==> src/rtl/mcfir_pkg.sv <==
// Shared types, constants and control structs for the multichannel FIR block.
// No dependencies; every other file imports this package.
`default_nettype none

package mcfir_pkg;

	// sizing
	localparam int NUM_TAPS     = 64;
	localparam int NUM_CHANNELS = 4;
	localparam int SAMPLE_BITS  = 16;

	localparam int COEF_BITS = 16;
	localparam int CHAN_BITS = 2;                        // channel field width
	localparam int CH_IDX_W  = (NUM_CHANNELS > 1) ? $clog2(NUM_CHANNELS) : 1;
	localparam int TAP_IDX_W = $clog2(NUM_TAPS);         // tap / ring pointer
	localparam int CNT_W     = $clog2(NUM_TAPS + 1);     // counts 0..NUM_TAPS
	localparam int HIST_LEN  = NUM_TAPS - 1;
	localparam int HIST_AW   = CH_IDX_W + TAP_IDX_W;
	localparam int HIST_DEPTH = NUM_CHANNELS * NUM_TAPS;
	localparam int CIDX_BITS = 6;                        // coef_index field width
	localparam int TAPCNT_BITS = 7;

	localparam int PROD_W   = SAMPLE_BITS + COEF_BITS;
	localparam int ACC_W    = PROD_W + CNT_W + 1;
	localparam int FRAC_BITS = 15;
	localparam int Y_W      = ACC_W - FRAC_BITS;
	localparam int OUT_BITS = 24;

	localparam logic signed [ACC_W-1:0] ROUND_HALF = ACC_W'(1) <<< (FRAC_BITS - 1);
	localparam logic signed [Y_W-1:0] Y_MAX = Y_W'((64'sd1 <<< (OUT_BITS - 1)) - 1);
	localparam logic signed [Y_W-1:0] Y_MIN = -Y_W'(64'sd1 <<< (OUT_BITS - 1));

	// item codes
	localparam logic OP_COEF   = 1'b0;
	localparam logic OP_SAMPLE = 1'b1;

	// APB register map
	localparam int APB_AW = 2;
	localparam logic [APB_AW-1:0] ADDR_TAP_COUNT = APB_AW'(0);

	typedef logic signed [SAMPLE_BITS-1:0] sample_t;
	typedef logic signed [COEF_BITS-1:0]   coef_t;
	typedef logic signed [OUT_BITS-1:0]    out_val_t;

	typedef enum logic [1:0] {
		ST_IDLE,
		ST_RUN,
		ST_DRAIN,
		ST_DONE
	} ctrl_state_t;

	typedef struct packed {
		logic                 load;     // latch a sample item, push history
		logic                 coef_wr;  // write one tap weight
		logic                 issue;    // start one MAC term
		logic [TAP_IDX_W-1:0] tap_idx;  // term index k
		logic                 emit;     // round, saturate, load output register
	} dp_cmd_t;

	typedef struct packed {
		logic [CNT_W-1:0] terms;        // MAC terms for the current sample
		logic             busy;         // MAC pipeline holds terms in flight
		logic             out_free;     // output register can take a result
	} dp_status_t;

endpackage

`default_nettype wire

==> src/rtl/mcfir_ctrl.sv <==
// Sequencer: accepts items, steps the MAC over the taps, hands off the result.
// Depends on mcfir_pkg.
`default_nettype none

module mcfir_ctrl import mcfir_pkg::*; (
	input  wire        clk,
	input  wire        arst_n,
	input  wire        in_valid,
	input  wire        in_opcode,
	output logic       in_ready,
	input  dp_status_t status,
	output dp_cmd_t    cmd
);

	ctrl_state_t      state_q, state_d;
	logic [CNT_W-1:0] k_q, k_d;

	always_ff @(posedge clk or negedge arst_n) begin
		if (!arst_n) begin
			state_q <= ST_IDLE;
			k_q     <= '0;
		end else begin
			state_q <= state_d;
			k_q     <= k_d;
		end
	end

	always_comb begin
		state_d     = state_q;
		k_d         = k_q;
		in_ready    = 1'b0;
		cmd         = '0;
		cmd.tap_idx = k_q[TAP_IDX_W-1:0];
		case (state_q)
			ST_IDLE: begin
				in_ready = 1'b1;
				if (in_valid) begin
					if (in_opcode == OP_SAMPLE) begin
						cmd.load = 1'b1;
						k_d      = '0;
						state_d  = ST_RUN;
					end else begin
						cmd.coef_wr = 1'b1;
					end
				end
			end
			ST_RUN: begin
				if (k_q < status.terms) begin
					cmd.issue = 1'b1;
					k_d       = k_q + CNT_W'(1);
				end else begin
					state_d = ST_DRAIN;
				end
			end
			ST_DRAIN: begin
				if (!status.busy)
					state_d = ST_DONE;
			end
			ST_DONE: begin
				if (status.out_free) begin
					cmd.emit = 1'b1;
					state_d  = ST_IDLE;
				end
			end
			default: state_d = ST_IDLE;
		endcase
	end

endmodule

`default_nettype wire

==> config.mk <==
export PLATFORM = sky130hd
export DESIGN_NAME = mcfir_ctrl
export DESIGN_NICKNAME = d
export VERILOG_FILES = /design/src/rtl/mcfir_pkg.sv /design/src/rtl/mcfir_ctrl.sv
export SDC_FILE = /design/constraint.sdc
export NUM_CORES = 1
export LEC_CHECK = 0
export BUFFER_PORTS_ARGS = -buffer_cell sky130_fd_sc_hd__buf_2
export CAP_MARGIN = 5
export CORE_MARGIN = 5
export CORE_UTILIZATION = 45
export CTS_BUF_LIST = sky130_fd_sc_hd__clkbuf_8
export DETAILED_ROUTE_END_ITERATION = 7
export GPL_ROUTABILITY_DRIVEN = 0
export MAX_ROUTING_LAYER = met4
export PLACE_DENSITY = 0.7
export SLEW_MARGIN = 20
export SYNTH_ARGS = -nofsm -noshare
export SYNTH_HDL_FRONTEND = slang
export SYNTH_SLANG_ARGS = --single-unit
==> constraint.sdc <==
create_clock -name clk -period 2.35 [get_ports clk]
set_input_delay 0.1175 -clock clk [delete_from_list [all_inputs] [get_ports clk]]
set_output_delay 0.1175 -clock clk [all_outputs]
set_load 0.01 [all_outputs]
---- Yosys cells after proc, flatten, opt, wreduce, memory -nomap -nowiden ----
Index checks and enable logic that the tools add are counted.
operators by class
  add/subtract/negate cells ............... 1
  reduce and logical (&&, ||, !) cells .... 4
  order comparisons ....................... 1
  equal/unequal tests ..................... 9
  multiplexer cells ....................... 19
operators with widths
  cell                                                 number
  2-to-1 mux 7 bit                                     3
  2-to-1 mux 2 bit                                     7
  case mux 7 bit (2 select lines)                      1
  inequality test 2 bit, second input constant         6
  case mux 2 bit (4 select lines)                      1
  adder 7 x 1 -> 7 bit, second input constant          1
  less-than comparator 7 bit                           1
  2-to-1 mux 1 bit                                     7
  AND reduction 5 bit                                  1
  equality test 2 bit, second input constant           2
  AND reduction 4 bit                                  1
  equality test 2 x 1 -> 1 bit, second input constant  1
  logical NOT 2 bit                                    1
  nonzero test 2 bit                                   1
word-level totals
  input bits .............................. 13
  output and inout port bits .............. 11
  logic and storage cells ................. 36
  flip-flop bits (word level) ............. 9

---- Logic depth before layout (Yosys ltp) ----
Gate-level depths: netlist (run 1).
  depth after elaboration ................. 3
  mapped depth ............................ 8
  depth with buffers taken out ............ 8

---- Least setup slack after synthesis (run 1) ----
OpenSTA, ideal clock, no wires.
  path type ............................... register to register
  start ................................... reg k_q[4]
  end ..................................... reg state_q[1]
  path buffers ............................ 0
  period minus slack after synthesis ...... 2205 ps
  library setup time ...................... 125 ps
  setup slack ............................. 145 ps
  stages on the path, launching flop included .. 8
  required time ........................... 2225 ps
  data arrival time ....................... 2080 ps
  cells stage by stage .................... dfrtp_1 > ha_1 > and4_1 > o21ai_2 > o2111ai_4 > inv_6 > a2111oi_4 > mux2_4
on the way
  longest elaborated chain between the ends .. 3
ends and longest elaborated chain
  element                          RTL line          RTL
  start, declared                  mcfir_ctrl.sv:16  logic [CNT_W-1:0] k_q, k_d;
  start signal, assigned           mcfir_ctrl.sv:24  k_q <= k_d;
  less-than comparator 7 bit       mcfir_ctrl.sv:48  if (k_q < status.terms) begin
  inequality test 2 bit (no line)  n/a
  AND reduction 5 bit (no line)    n/a
  end signal, assigned             mcfir_ctrl.sv:23  state_q <= state_d;
  end, declared                    mcfir_ctrl.sv:15  ctrl_state_t state_q, state_d;
No other way between the ends.
A chain may end at the register's enable or synchronous reset.

---- Worst setup path in the final report (run 1) ----
  start ................................... reg k_q[6]
  end ..................................... reg state_q[1]
Same word-level chain as after synthesis.

==> results_dict.tcl, run 1 <==
set metrics [dict create \
    status "finished, final reports clean" \
    rsz0062_at_grt "false" \
    use_met3_pct 5.35 \
    synthAdderAreaFrac_pct 16.2 \
    synth-simple-area-share_pct 17.2 \
    cts.sinks 9 \
    ir_drop_mv 0.532 \
    synth_ff_type "dfrtp_1" \
    final-max-slew-violation-count 0 \
    grt_pass1_vias 716 \
    grt_util_met2_pct 23.5 \
    final_area_um2 1030 \
    syn_to_final_growth_pct 21.1 \
    core_area_um2 1760 \
    start_util_pct 48.2 \
    pwr_density_cell_nw_per_um2 1080 \
    maxCapViolations 0 \
    synth-edff-count 0 \
    finalHoldViolations 0 \
    maxSlewHeadroom_pct 70.5 \
    setup_tns_ps 0 \
    async_flop_share_pct 100 \
    h-tree-depth 1 \
    clkTransAtPathRegs_ps 50 \
    period_needed_ps 2180 \
    setup_ws_ps 168 \
    synthMuxAreaShare_pct 4.12 \
    seq_area_frac_synth_pct 26.5 \
    power.leakage_nw 0.584 \
    synth_area_leaders "dfrtp_1 (27%), ha_1 (16%), buf_4 (5.3%)" \
    rows 15 \
    global_route.usage.met1_pct 18.6 \
    grt_pass1_wl_um 3060 \
    crit_path_max_fanout 9 \
    root_buffer "clkbuf_8" \
    synth_warnings 0 \
    tightest_slew_ps 439 \
    required_ps 2470 \
    drc 0 \
    grt_overflow_total 0 \
    wl_um 1800 \
    synth_top_family_by_area "compound AO/OA/AOI/OAI gates" \
    drtAntennaViolNets 0 \
    vias 737 \
    pre_cts_slack_ps 169 \
    drt_pass1_iterations 4 \
    setup_viol 0 \
    layout-drive-gt1-share_pct 31.3 \
    synth_xor_area_share_pct 0 \
    cts_max_path_buffers 2 \
    syn_area_um2 850 \
    cp.arrival_ps 2300 \
    postCtsSetupBuffers 0 \
    numCtsBuffers 3 \
    wl_per_cell_um 12.9 \
    synth-compound-area-share_pct 23.9 \
    synth.distinct_cells 31 \
    antenna_found_initial 0 \
    period_share_pct 92.8 \
    avgSynthCellArea_um2 9.34 \
    dpl_cell_area_um2 973 \
    dp_hpwl_um 1410 \
    insertion_delay_ps 240 \
    port_buffers 23 \
    fmax_ghz 0.458 \
    start_kind "register" \
    fin_skew_ps 0.680 \
    fp.dieW_um 53.5 \
    antenna_cells 0 \
    synth_top_area_share_pct 26.5 \
    power_mw 1.11 \
    worst_setup_path_end_kind "register" \
    grt_start_max_net_pins 10 \
    path_class "reg2reg" \
    ios 24 \
    final_nets 140 \
    dieArea_um2 2860 \
    grt_usage_pct 15.7 \
    via_per_inst 5.26 \
    grt_busiest_layer "met2" \
    drt_iter0_markers 6 \
    yosysTopAreaCell "dfrtp_1" \
    hold_class "in2reg" \
    cts_tree "built" \
    ys_ff_latch 9 \
    syn_nets 115 \
    fillCellCount 169 \
    fp.dieH_um 53.5 \
    postSynthCellCount 91 \
]
[cell type report]
cell class / instances / area (µm²) / area share (%)
Clock buffer: 3 / 41.3 / 4.01
Clock inverter: 1 / 3.75 / 0.365
Inverter: 12 / 50.0 / 4.87
Multi-Input combinational cell: 62 / 522 / 50.7
Sequential cell: 9 / 225 / 21.9
Tap cell: 25 / 31.3 / 3.04
Timing Repair Buffer: 28 / 155 / 15.1
[cells in the mapped netlist, types with 2 or more instances]
| master | n |
|---|---|
| nand2_1 | 8 |
| nor4b_1 | 3 |
| and3_1 | 3 |
| and2_1 | 3 |
| a21oi_1 | 6 |
| o211ai_1 | 3 |
| mux2i_1 | 2 |
| nor2_1 | 2 |
| a211o_1 | 5 |
| inv_1 | 11 |
| ha_1 | 11 |
| buf_4 | 6 |
| dfrtp_1 | 9 |
| nand3_1 | 2 |
[per-layer routing]
layer / vias to the layer above / part of all wire [%]
li1: 368 / -
met1: 345 / 44
met2: 21 / 48
met3: 3 / 6.3
met4: 0 / 1.6
met5: - / 0
[critical path, stage by stage (launching register included)]
cell	delay, ps
dfrtp_1	400
ha_1	300
and4_1	210
o21ai_2	70
o2111ai_4	280
inv_6	90
a2111oi_4	390
mux2_4	330
[layout by cell type (no fill, tap or decap), drive strengths merged, types with 2 or more instances in the layout]
master  Yosys  layout
o21ai       2       2
inv        12      13
and2        3       3
nand2       8       8
o211ai      3       3
a211o       5       5
a21oi       6       6
buf         7      27
nand3       2       2
clkbuf      1       3
ha         11      11
mux2i       2       2
dfrtp       9       9
nor4b       3       3
nor2        2       2
and3        3       3
[report_power, final]
group	total [mW]	internal [mW]	switching [mW]	leakage, nW
Combinational	0.666	0.302	0.364	0.439
Sequential	0.264	0.209	0.0547	0.118
Clock	0.179	0.114	0.0654	0.0269
[state kept, by name, summed over array words and instances, names as in the netlist]
register  flops
state_q       2
k_q           7
[path summary, 6_finish.rpt]
path / from / end / slack (ps) / depth (start not counted)
worst max-delay path: k_q[6]$_DFFE_PN0P_ / state_q[1]$_DFFE_PN0P_ / 170 / 7
worst min register to register: k_q[0]$_DFFE_PN0P_ / k_q[0]$_DFFE_PN0P_ / 570 / 1
worst max register to register: k_q[6]$_DFFE_PN0P_ / state_q[1]$_DFFE_PN0P_ / 170 / 7
max in group asynchronous: arst_n / state_q[0]$_DFFE_PN0P_ / 1890 / 2
min in group asynchronous: arst_n / k_q[2]$_DFFE_PN0P_ / 270 / 2
worst min-delay path: status[1] / state_q[0]$_DFFE_PN0P_ / 220 / 3
[per-stage QoR]
step | std cells | util (%) | hold WS [ps]
5_1_grt | 140 | 58.3 | 243
2_1_floorplan | 91 | - | -178
3_5_place_dp | 135 | 55.2 | -14.0
3_3_place_gp | 135 | 55.2 | -12.2
4_1_cts | 140 | 58.3 | 217
6_report | 140 | 58.3 | 221
[cells by family (layout without fill, tap and decap cells)]
group | Yosys count | count (layout)
AOI/OAI and AO/OA | 22 | 22
adders and majority gates | 11 | 11
buffers and inverters | 20 | 44
DFF | 9 | 9
muxes | 3 | 3
and+or+nand+nor | 26 | 26
[what timing repair did]
action	CTS	global route
hold buffers	1	0
gates resized for setup	0	0
hold endpoints to repair	9	0
Power figures use the tool's default switching activity.
==> run 2, diff against run 1 <==
--- a/config.mk
+++ b/config.mk
@@ -13,7 +13,8 @@
 export DETAILED_ROUTE_END_ITERATION = 7
 export GPL_ROUTABILITY_DRIVEN = 0
 export MAX_ROUTING_LAYER = met4
-export PLACE_DENSITY = 0.7
+export PLACE_DENSITY = 0.68
+export REMOVE_ABC_BUFFERS = 1
 export SLEW_MARGIN = 20
 export SYNTH_ARGS = -nofsm -noshare
 export SYNTH_HDL_FRONTEND = slang
==> constraint.sdc (replaced) <==
create_clock -name clk -period 2.4 [get_ports clk]
set_input_delay 0.12 -clock clk [delete_from_list [all_inputs] [get_ports clk]]
set_output_delay 0.12 -clock clk [all_outputs]
set_load 0.01 [all_outputs]
==> results_dict.tcl, run 2 (synthesis gave the netlist of run 1 again) <==
set metrics [dict create \
    wl_um 1830 \
    switchingPower_mw 0.479 \
    insertion_delay_ps 240 \
    fp.dieH_um 53.5 \
    setup_ws_ps 236 \
    largest_register "k_q" \
    h-tree-depth 1 \
    syn_to_final_growth_pct 21.2 \
    reg2reg_depth 7 \
    fmax_ghz 0.462 \
    layout_commonest_cell "buf_2" \
    fillCellCount 177 \
    largest_reg_flops 7 \
    fin_skew_ps 2.50 \
    wl_per_cell_um 13.1 \
    top_regs "k_q: 7 flops, state_q: 2 flops" \
    cp.arrival_ps 2320 \
    power_mw 1.09 \
    final-max-slew-violation-count 0 \
    drc 0 \
    path_class "reg2reg" \
    core_area_um2 1760 \
    layout-drive-gt1-share_pct 32.2 \
    combPwrFrac_pct 60.1 \
    pre_cts_slack_ps 248 \
    start_kind "register" \
    grt_start_max_net_pins 10 \
    grt_pass1_vias 698 \
    final_area_um2 1030 \
    ir_drop_mv 0.581 \
    drt_iter0_markers 31 \
    seqCellArea_um2 225 \
    drt_pass1_iterations 4 \
    cts_max_path_buffers 2 \
    p_clk_share_pct 16.4 \
    antenna_cells 0 \
    dieArea_um2 2860 \
    maxCapViolations 0 \
    rows 15 \
    dpl_cell_area_um2 973 \
    hold_path_depth 3 \
    start_util_pct 48.2 \
    ctsResizeCount 0 \
    root_buffer "clkbuf_8" \
    status "finished, final reports clean" \
    worst_setup_path_end_kind "register" \
    grt_usage_pct 14.7 \
    postCtsSetupBuffers 0 \
    pwr_density_cell_nw_per_um2 1060 \
    period_needed_ps 2160 \
    fp.dieW_um 53.5 \
    tightest_slew_ps 395 \
    crit_path_max_fanout 8 \
    cts.sinks 9 \
    maxSlewHeadroom_pct 73.5 \
    switching_share_pct 43.9 \
    dp.cells 135 \
    period_share_pct 90.2 \
    cts_tree "built" \
    via_per_inst 5.51 \
    antenna_found_initial 0 \
    required_ps 2550 \
    hold_class "in2reg" \
    finalHoldViolations 0 \
    cts_hold_buf 1 \
    vias 771 \
    power.leakage_nw 0.582 \
    port_buffers 23 \
    setup_tns_ps 0 \
    multi_input_area_um2 522 \
    grt_overflow_total 0 \
    final_nets 140 \
    stdcell_count 140 \
    p_int_mw 0.613 \
    mostFrequentLayoutCells "buf_2 (23), inv_1 (11), ha_1 (11)" \
    numCtsBuffers 3 \
    ios 24 \
    pwr-share-seq_pct 23.5 \
    clkTransAtPathRegs_ps 50 \
    setup_viol 0 \
    drtAntennaViolNets 0 \
    grt_pass1_wl_um 2930 \
    rsz0062_at_grt "false" \
    dp_hpwl_um 1430 \
]
## run 2: cell count changes in the layout (fill, tap and decap cells not counted), sizes merged
cell,previous run,this run
clkinv,0,1
inv,13,12
## run 2: stage by stage
| stage | utilization (%) | hold WS, ps |
|---|---|---|
| final | 58.4 | 235 |
| after floorplan | - | -176 |
| after CTS | 58.4 | 228 |
| after detailed placement | 55.2 | -13.7 |
| after global placement | 55.2 | -9.67 |
| after global routing | 58.4 | 238 |
## run 2: path summary, 6_finish.rpt
check / startpoint / end / slack [ps]
worst min register to register: k_q[0]$_DFFE_PN0P_ / k_q[0]$_DFFE_PN0P_ / 550
worst max register to register: k_q[4]$_DFFE_PN0P_ / k_q[6]$_DFFE_PN0P_ / 240
worst max-delay path: k_q[4]$_DFFE_PN0P_ / k_q[6]$_DFFE_PN0P_ / 240
max in group asynchronous: arst_n / state_q[1]$_DFFE_PN0P_ / 1940
min in group asynchronous: arst_n / k_q[6]$_DFFE_PN0P_ / 270
worst min-delay path: status[1] / state_q[0]$_DFFE_PN0P_ / 240
## run 2: layout make-up
class                           instances  share of cell area, %
Timing Repair Buffer                   28                   15.1
Clock inverter                          1                  0.486
Tap cell                               25                   3.04
Multi-Input combinational cell         62                   50.7
Clock buffer                            3                   4.01
Sequential cell                         9                   21.9
Inverter                               12                   4.86
## run 2: critical path: stages, from the launching register on
cell,delay (ps)
dfrtp_1,380
ha_1,290
a211o_1,260
o211ai_1,140
o2111ai_4,180
buf_4,210
or4_1,530
o211ai_1,100
## run 2: per-layer routing
| layer | vias to the layer above | routed length (µm) | global-route usage (%) |
|---|---|---|---|
| met1 | 372 | 788 | 17.1 |
| met5 | - | 0 | - |
| met3 | 4 | 142 | 5.63 |
| met4 | 0 | 19 | 5.96 |
| li1 | 367 | - | - |
| met2 | 28 | 878 | 22.7 |
## run 2: power by group through the flow
stage | sequential (mW) | clock (mW) | combinational, mW
after floorplan | 0.272 | 0 | 0.459
after global placement | 0.256 | 0 | 0.640
after detailed placement | 0.258 | 0 | 0.653
after CTS | 0.256 | 0.186 | 0.655
after global routing | 0.267 | 0.192 | 0.722
final | 0.256 | 0.179 | 0.656
==> run 3, diff against run 2 <==
--- a/config.mk
+++ b/config.mk
@@ -15,6 +15,7 @@
 export MAX_ROUTING_LAYER = met4
 export PLACE_DENSITY = 0.68
 export REMOVE_ABC_BUFFERS = 1
+export SETUP_SLACK_MARGIN = 0.15
 export SLEW_MARGIN = 20
 export SYNTH_ARGS = -nofsm -noshare
 export SYNTH_HDL_FRONTEND = slang
==> constraint.sdc (replaced) <==
create_clock -name clk -period 2.7 [get_ports clk]
set_input_delay 0.135 -clock clk [delete_from_list [all_inputs] [get_ports clk]]
set_output_delay 0.135 -clock clk [all_outputs]
set_load 0.01 [all_outputs]
==> results_dict.tcl, run 3 (synthesis gave the netlist of run 1 again) <==
set metrics [dict create \
    status "finished, final reports clean" \
    insertion_delay_ps 230 \
    r2r_setup_slack_ps 360 \
    hold_class "in2reg" \
    stdcell_count 136 \
    cts_tree "built" \
    path_buf_inv 1 \
    start_util_pct 48.2 \
    fp.dieH_um 53.5 \
    combPwrFrac_pct 58.1 \
    grt_usage_pct 14.7 \
    period_share_pct 86.6 \
    wl_um 1750 \
    cp_slowest_cell "dfrtp_1" \
    maxSlewHeadroom_pct 71.6 \
    final-max-slew-violation-count 0 \
    maxCapViolations 0 \
    switching_share_pct 44.1 \
    fin_skew_ps 6.08 \
    fp.dieW_um 53.5 \
    worst_setup_path_end_kind "register" \
    final_nets 136 \
    regToRegEndpoint "state_q[1]$_DFFE_PN0P_" \
    vias 713 \
    pwr_density_cell_nw_per_um2 945 \
    drt_iter0_markers 7 \
    numCtsBuffers 3 \
    layout_commonest_cell "buf_2" \
    core_area_um2 1760 \
    reg2reg_depth 7 \
    ir_drop_mv 0.505 \
    grt_pass1_vias 688 \
    port_buffers 23 \
    crit_family "compound AO/OA/AOI/OAI gates" \
    top_regs "k_q: 7 flops, state_q: 2 flops" \
    drtAntennaViolNets 0 \
    cp_cell_sequence "ha_1, and4_1, o21ai_2, o2111ai_4, inv_6, a2111oi_4, mux2_4" \
    cp.arrival_ps 2460 \
    slowest_delay_ps 440 \
    tightest_slew_ps 424 \
    rows 15 \
    grt_overflow_total 0 \
    antenna_found_initial 0 \
    syn_to_final_growth_pct 17.5 \
    clkTransAtPathRegs_ps 50 \
    p_int_mw 0.528 \
    cts_max_path_buffers 2 \
    root_buffer "clkbuf_8" \
    dp.cells 131 \
    required_ps 2820 \
    crit_path_max_fanout 9 \
    setup.worst_path.start "k_q[4]$_DFFE_PN0P_" \
    drt_pass1_iterations 4 \
    grt_start_max_net_pins 10 \
    via_per_inst 5.24 \
    period_needed_ps 2340 \
    start_kind "register" \
    p_clk_share_pct 16.0 \
    pwr-share-seq_pct 25.9 \
    cts.sinks 9 \
    dieArea_um2 2860 \
    largest_register "k_q" \
    drc 0 \
    setup_tns_ps 0 \
    wl_per_cell_um 12.9 \
    grt_pass1_wl_um 2950 \
    rsz0062_at_grt "false" \
    setup_viol 0 \
    path_class "reg2reg" \
    hold_path_depth 3 \
    hold_end "state_q[0]$_DFFE_PN0P_" \
    mostFrequentLayoutCells "buf_2 (23), inv_1 (12), ha_1 (11)" \
    ios 24 \
    h-tree-depth 1 \
    finalHoldViolations 0 \
    hp-start "status[1]" \
    power.leakage_nw 0.563 \
    layout-drive-gt1-share_pct 28.8 \
    largest_reg_flops 7 \
    dp_hpwl_um 1380 \
    switchingPower_mw 0.416 \
    reg2reg_from "k_q[4]$_DFFE_PN0P_" \
    fmax_ghz 0.428 \
    antenna_cells 0 \
    ctsResizeCount 0 \
]
## run 3: routing by layer
metal | global-route usage (%) | wire length, µm
met5 | - | 0
met4 | 2.55 | 7
met3 | 5.92 | 93
met2 | 23.5 | 847
met1 | 17.5 | 800
## run 3: repair_timing
item / 4_1_cts / 5_1_grt
endpoints found under the hold margin: 9 / 0
setup buffers: 0 / 0
hold buffers: 1 / 0
## run 3: final cells by class
cell class | count | area, µm²
clock buffers | 3 | 41.3
well taps | 25 | 31.3
multi-input cells | 62 | 522
clock inverters | 1 | 3.75
repair buffers | 24 | 125
fillers | 174 | 766
inverters | 12 | 50.0
flip-flops and latches | 9 | 225
## run 3: worst max-delay path by stage
| stage | slack, ps | cells past startpoint | endpoint |
|---|---|---|---|
| global placement | 410 | 7 | state_q[1]$_DFFE_PN0P_ |
| floorplan | 450 | 7 | state_q[1]$_DFFE_PN0P_ |
| CTS | 360 | 7 | state_q[1]$_DFFE_PN0P_ |
| global route | 240 | 7 | state_q[1]$_DFFE_PN0P_ |
| detailed placement | 370 | 7 | state_q[1]$_DFFE_PN0P_ |
| finish | 360 | 7 | state_q[1]$_DFFE_PN0P_ |
## run 3: worst register-to-register path, cell delays in order, from the launching register on
cell       delay, ps
dfrtp_1          440
ha_1             320
and4_1           220
o21ai_2           80
o2111ai_4        360
inv_6             90
a2111oi_4        400
mux2_4           330
## run 3: power groups by stage
stage	combinational (mW)	clock (mW)	sequential [mW]
CTS	0.553	0.157	0.245
floorplan	0.408	0	0.242
global route	0.612	0.166	0.253
global placement	0.537	0	0.243
finish	0.548	0.151	0.245
detailed placement	0.551	0	0.246
## run 3: stage by stage
stage               utilization (%)  area (µm²)  setup slack, ps  total power, mW  hold slack (ps)
floorplan                         -         797              449            0.650             -161
global placement               53.5         943              414            0.780             2.87
detailed placement             53.5         943              366            0.798             4.19
CTS                            56.6         998              361            0.955              255
global route                   56.6         998              242             1.03              265
finish                         56.6         998              363            0.944              259
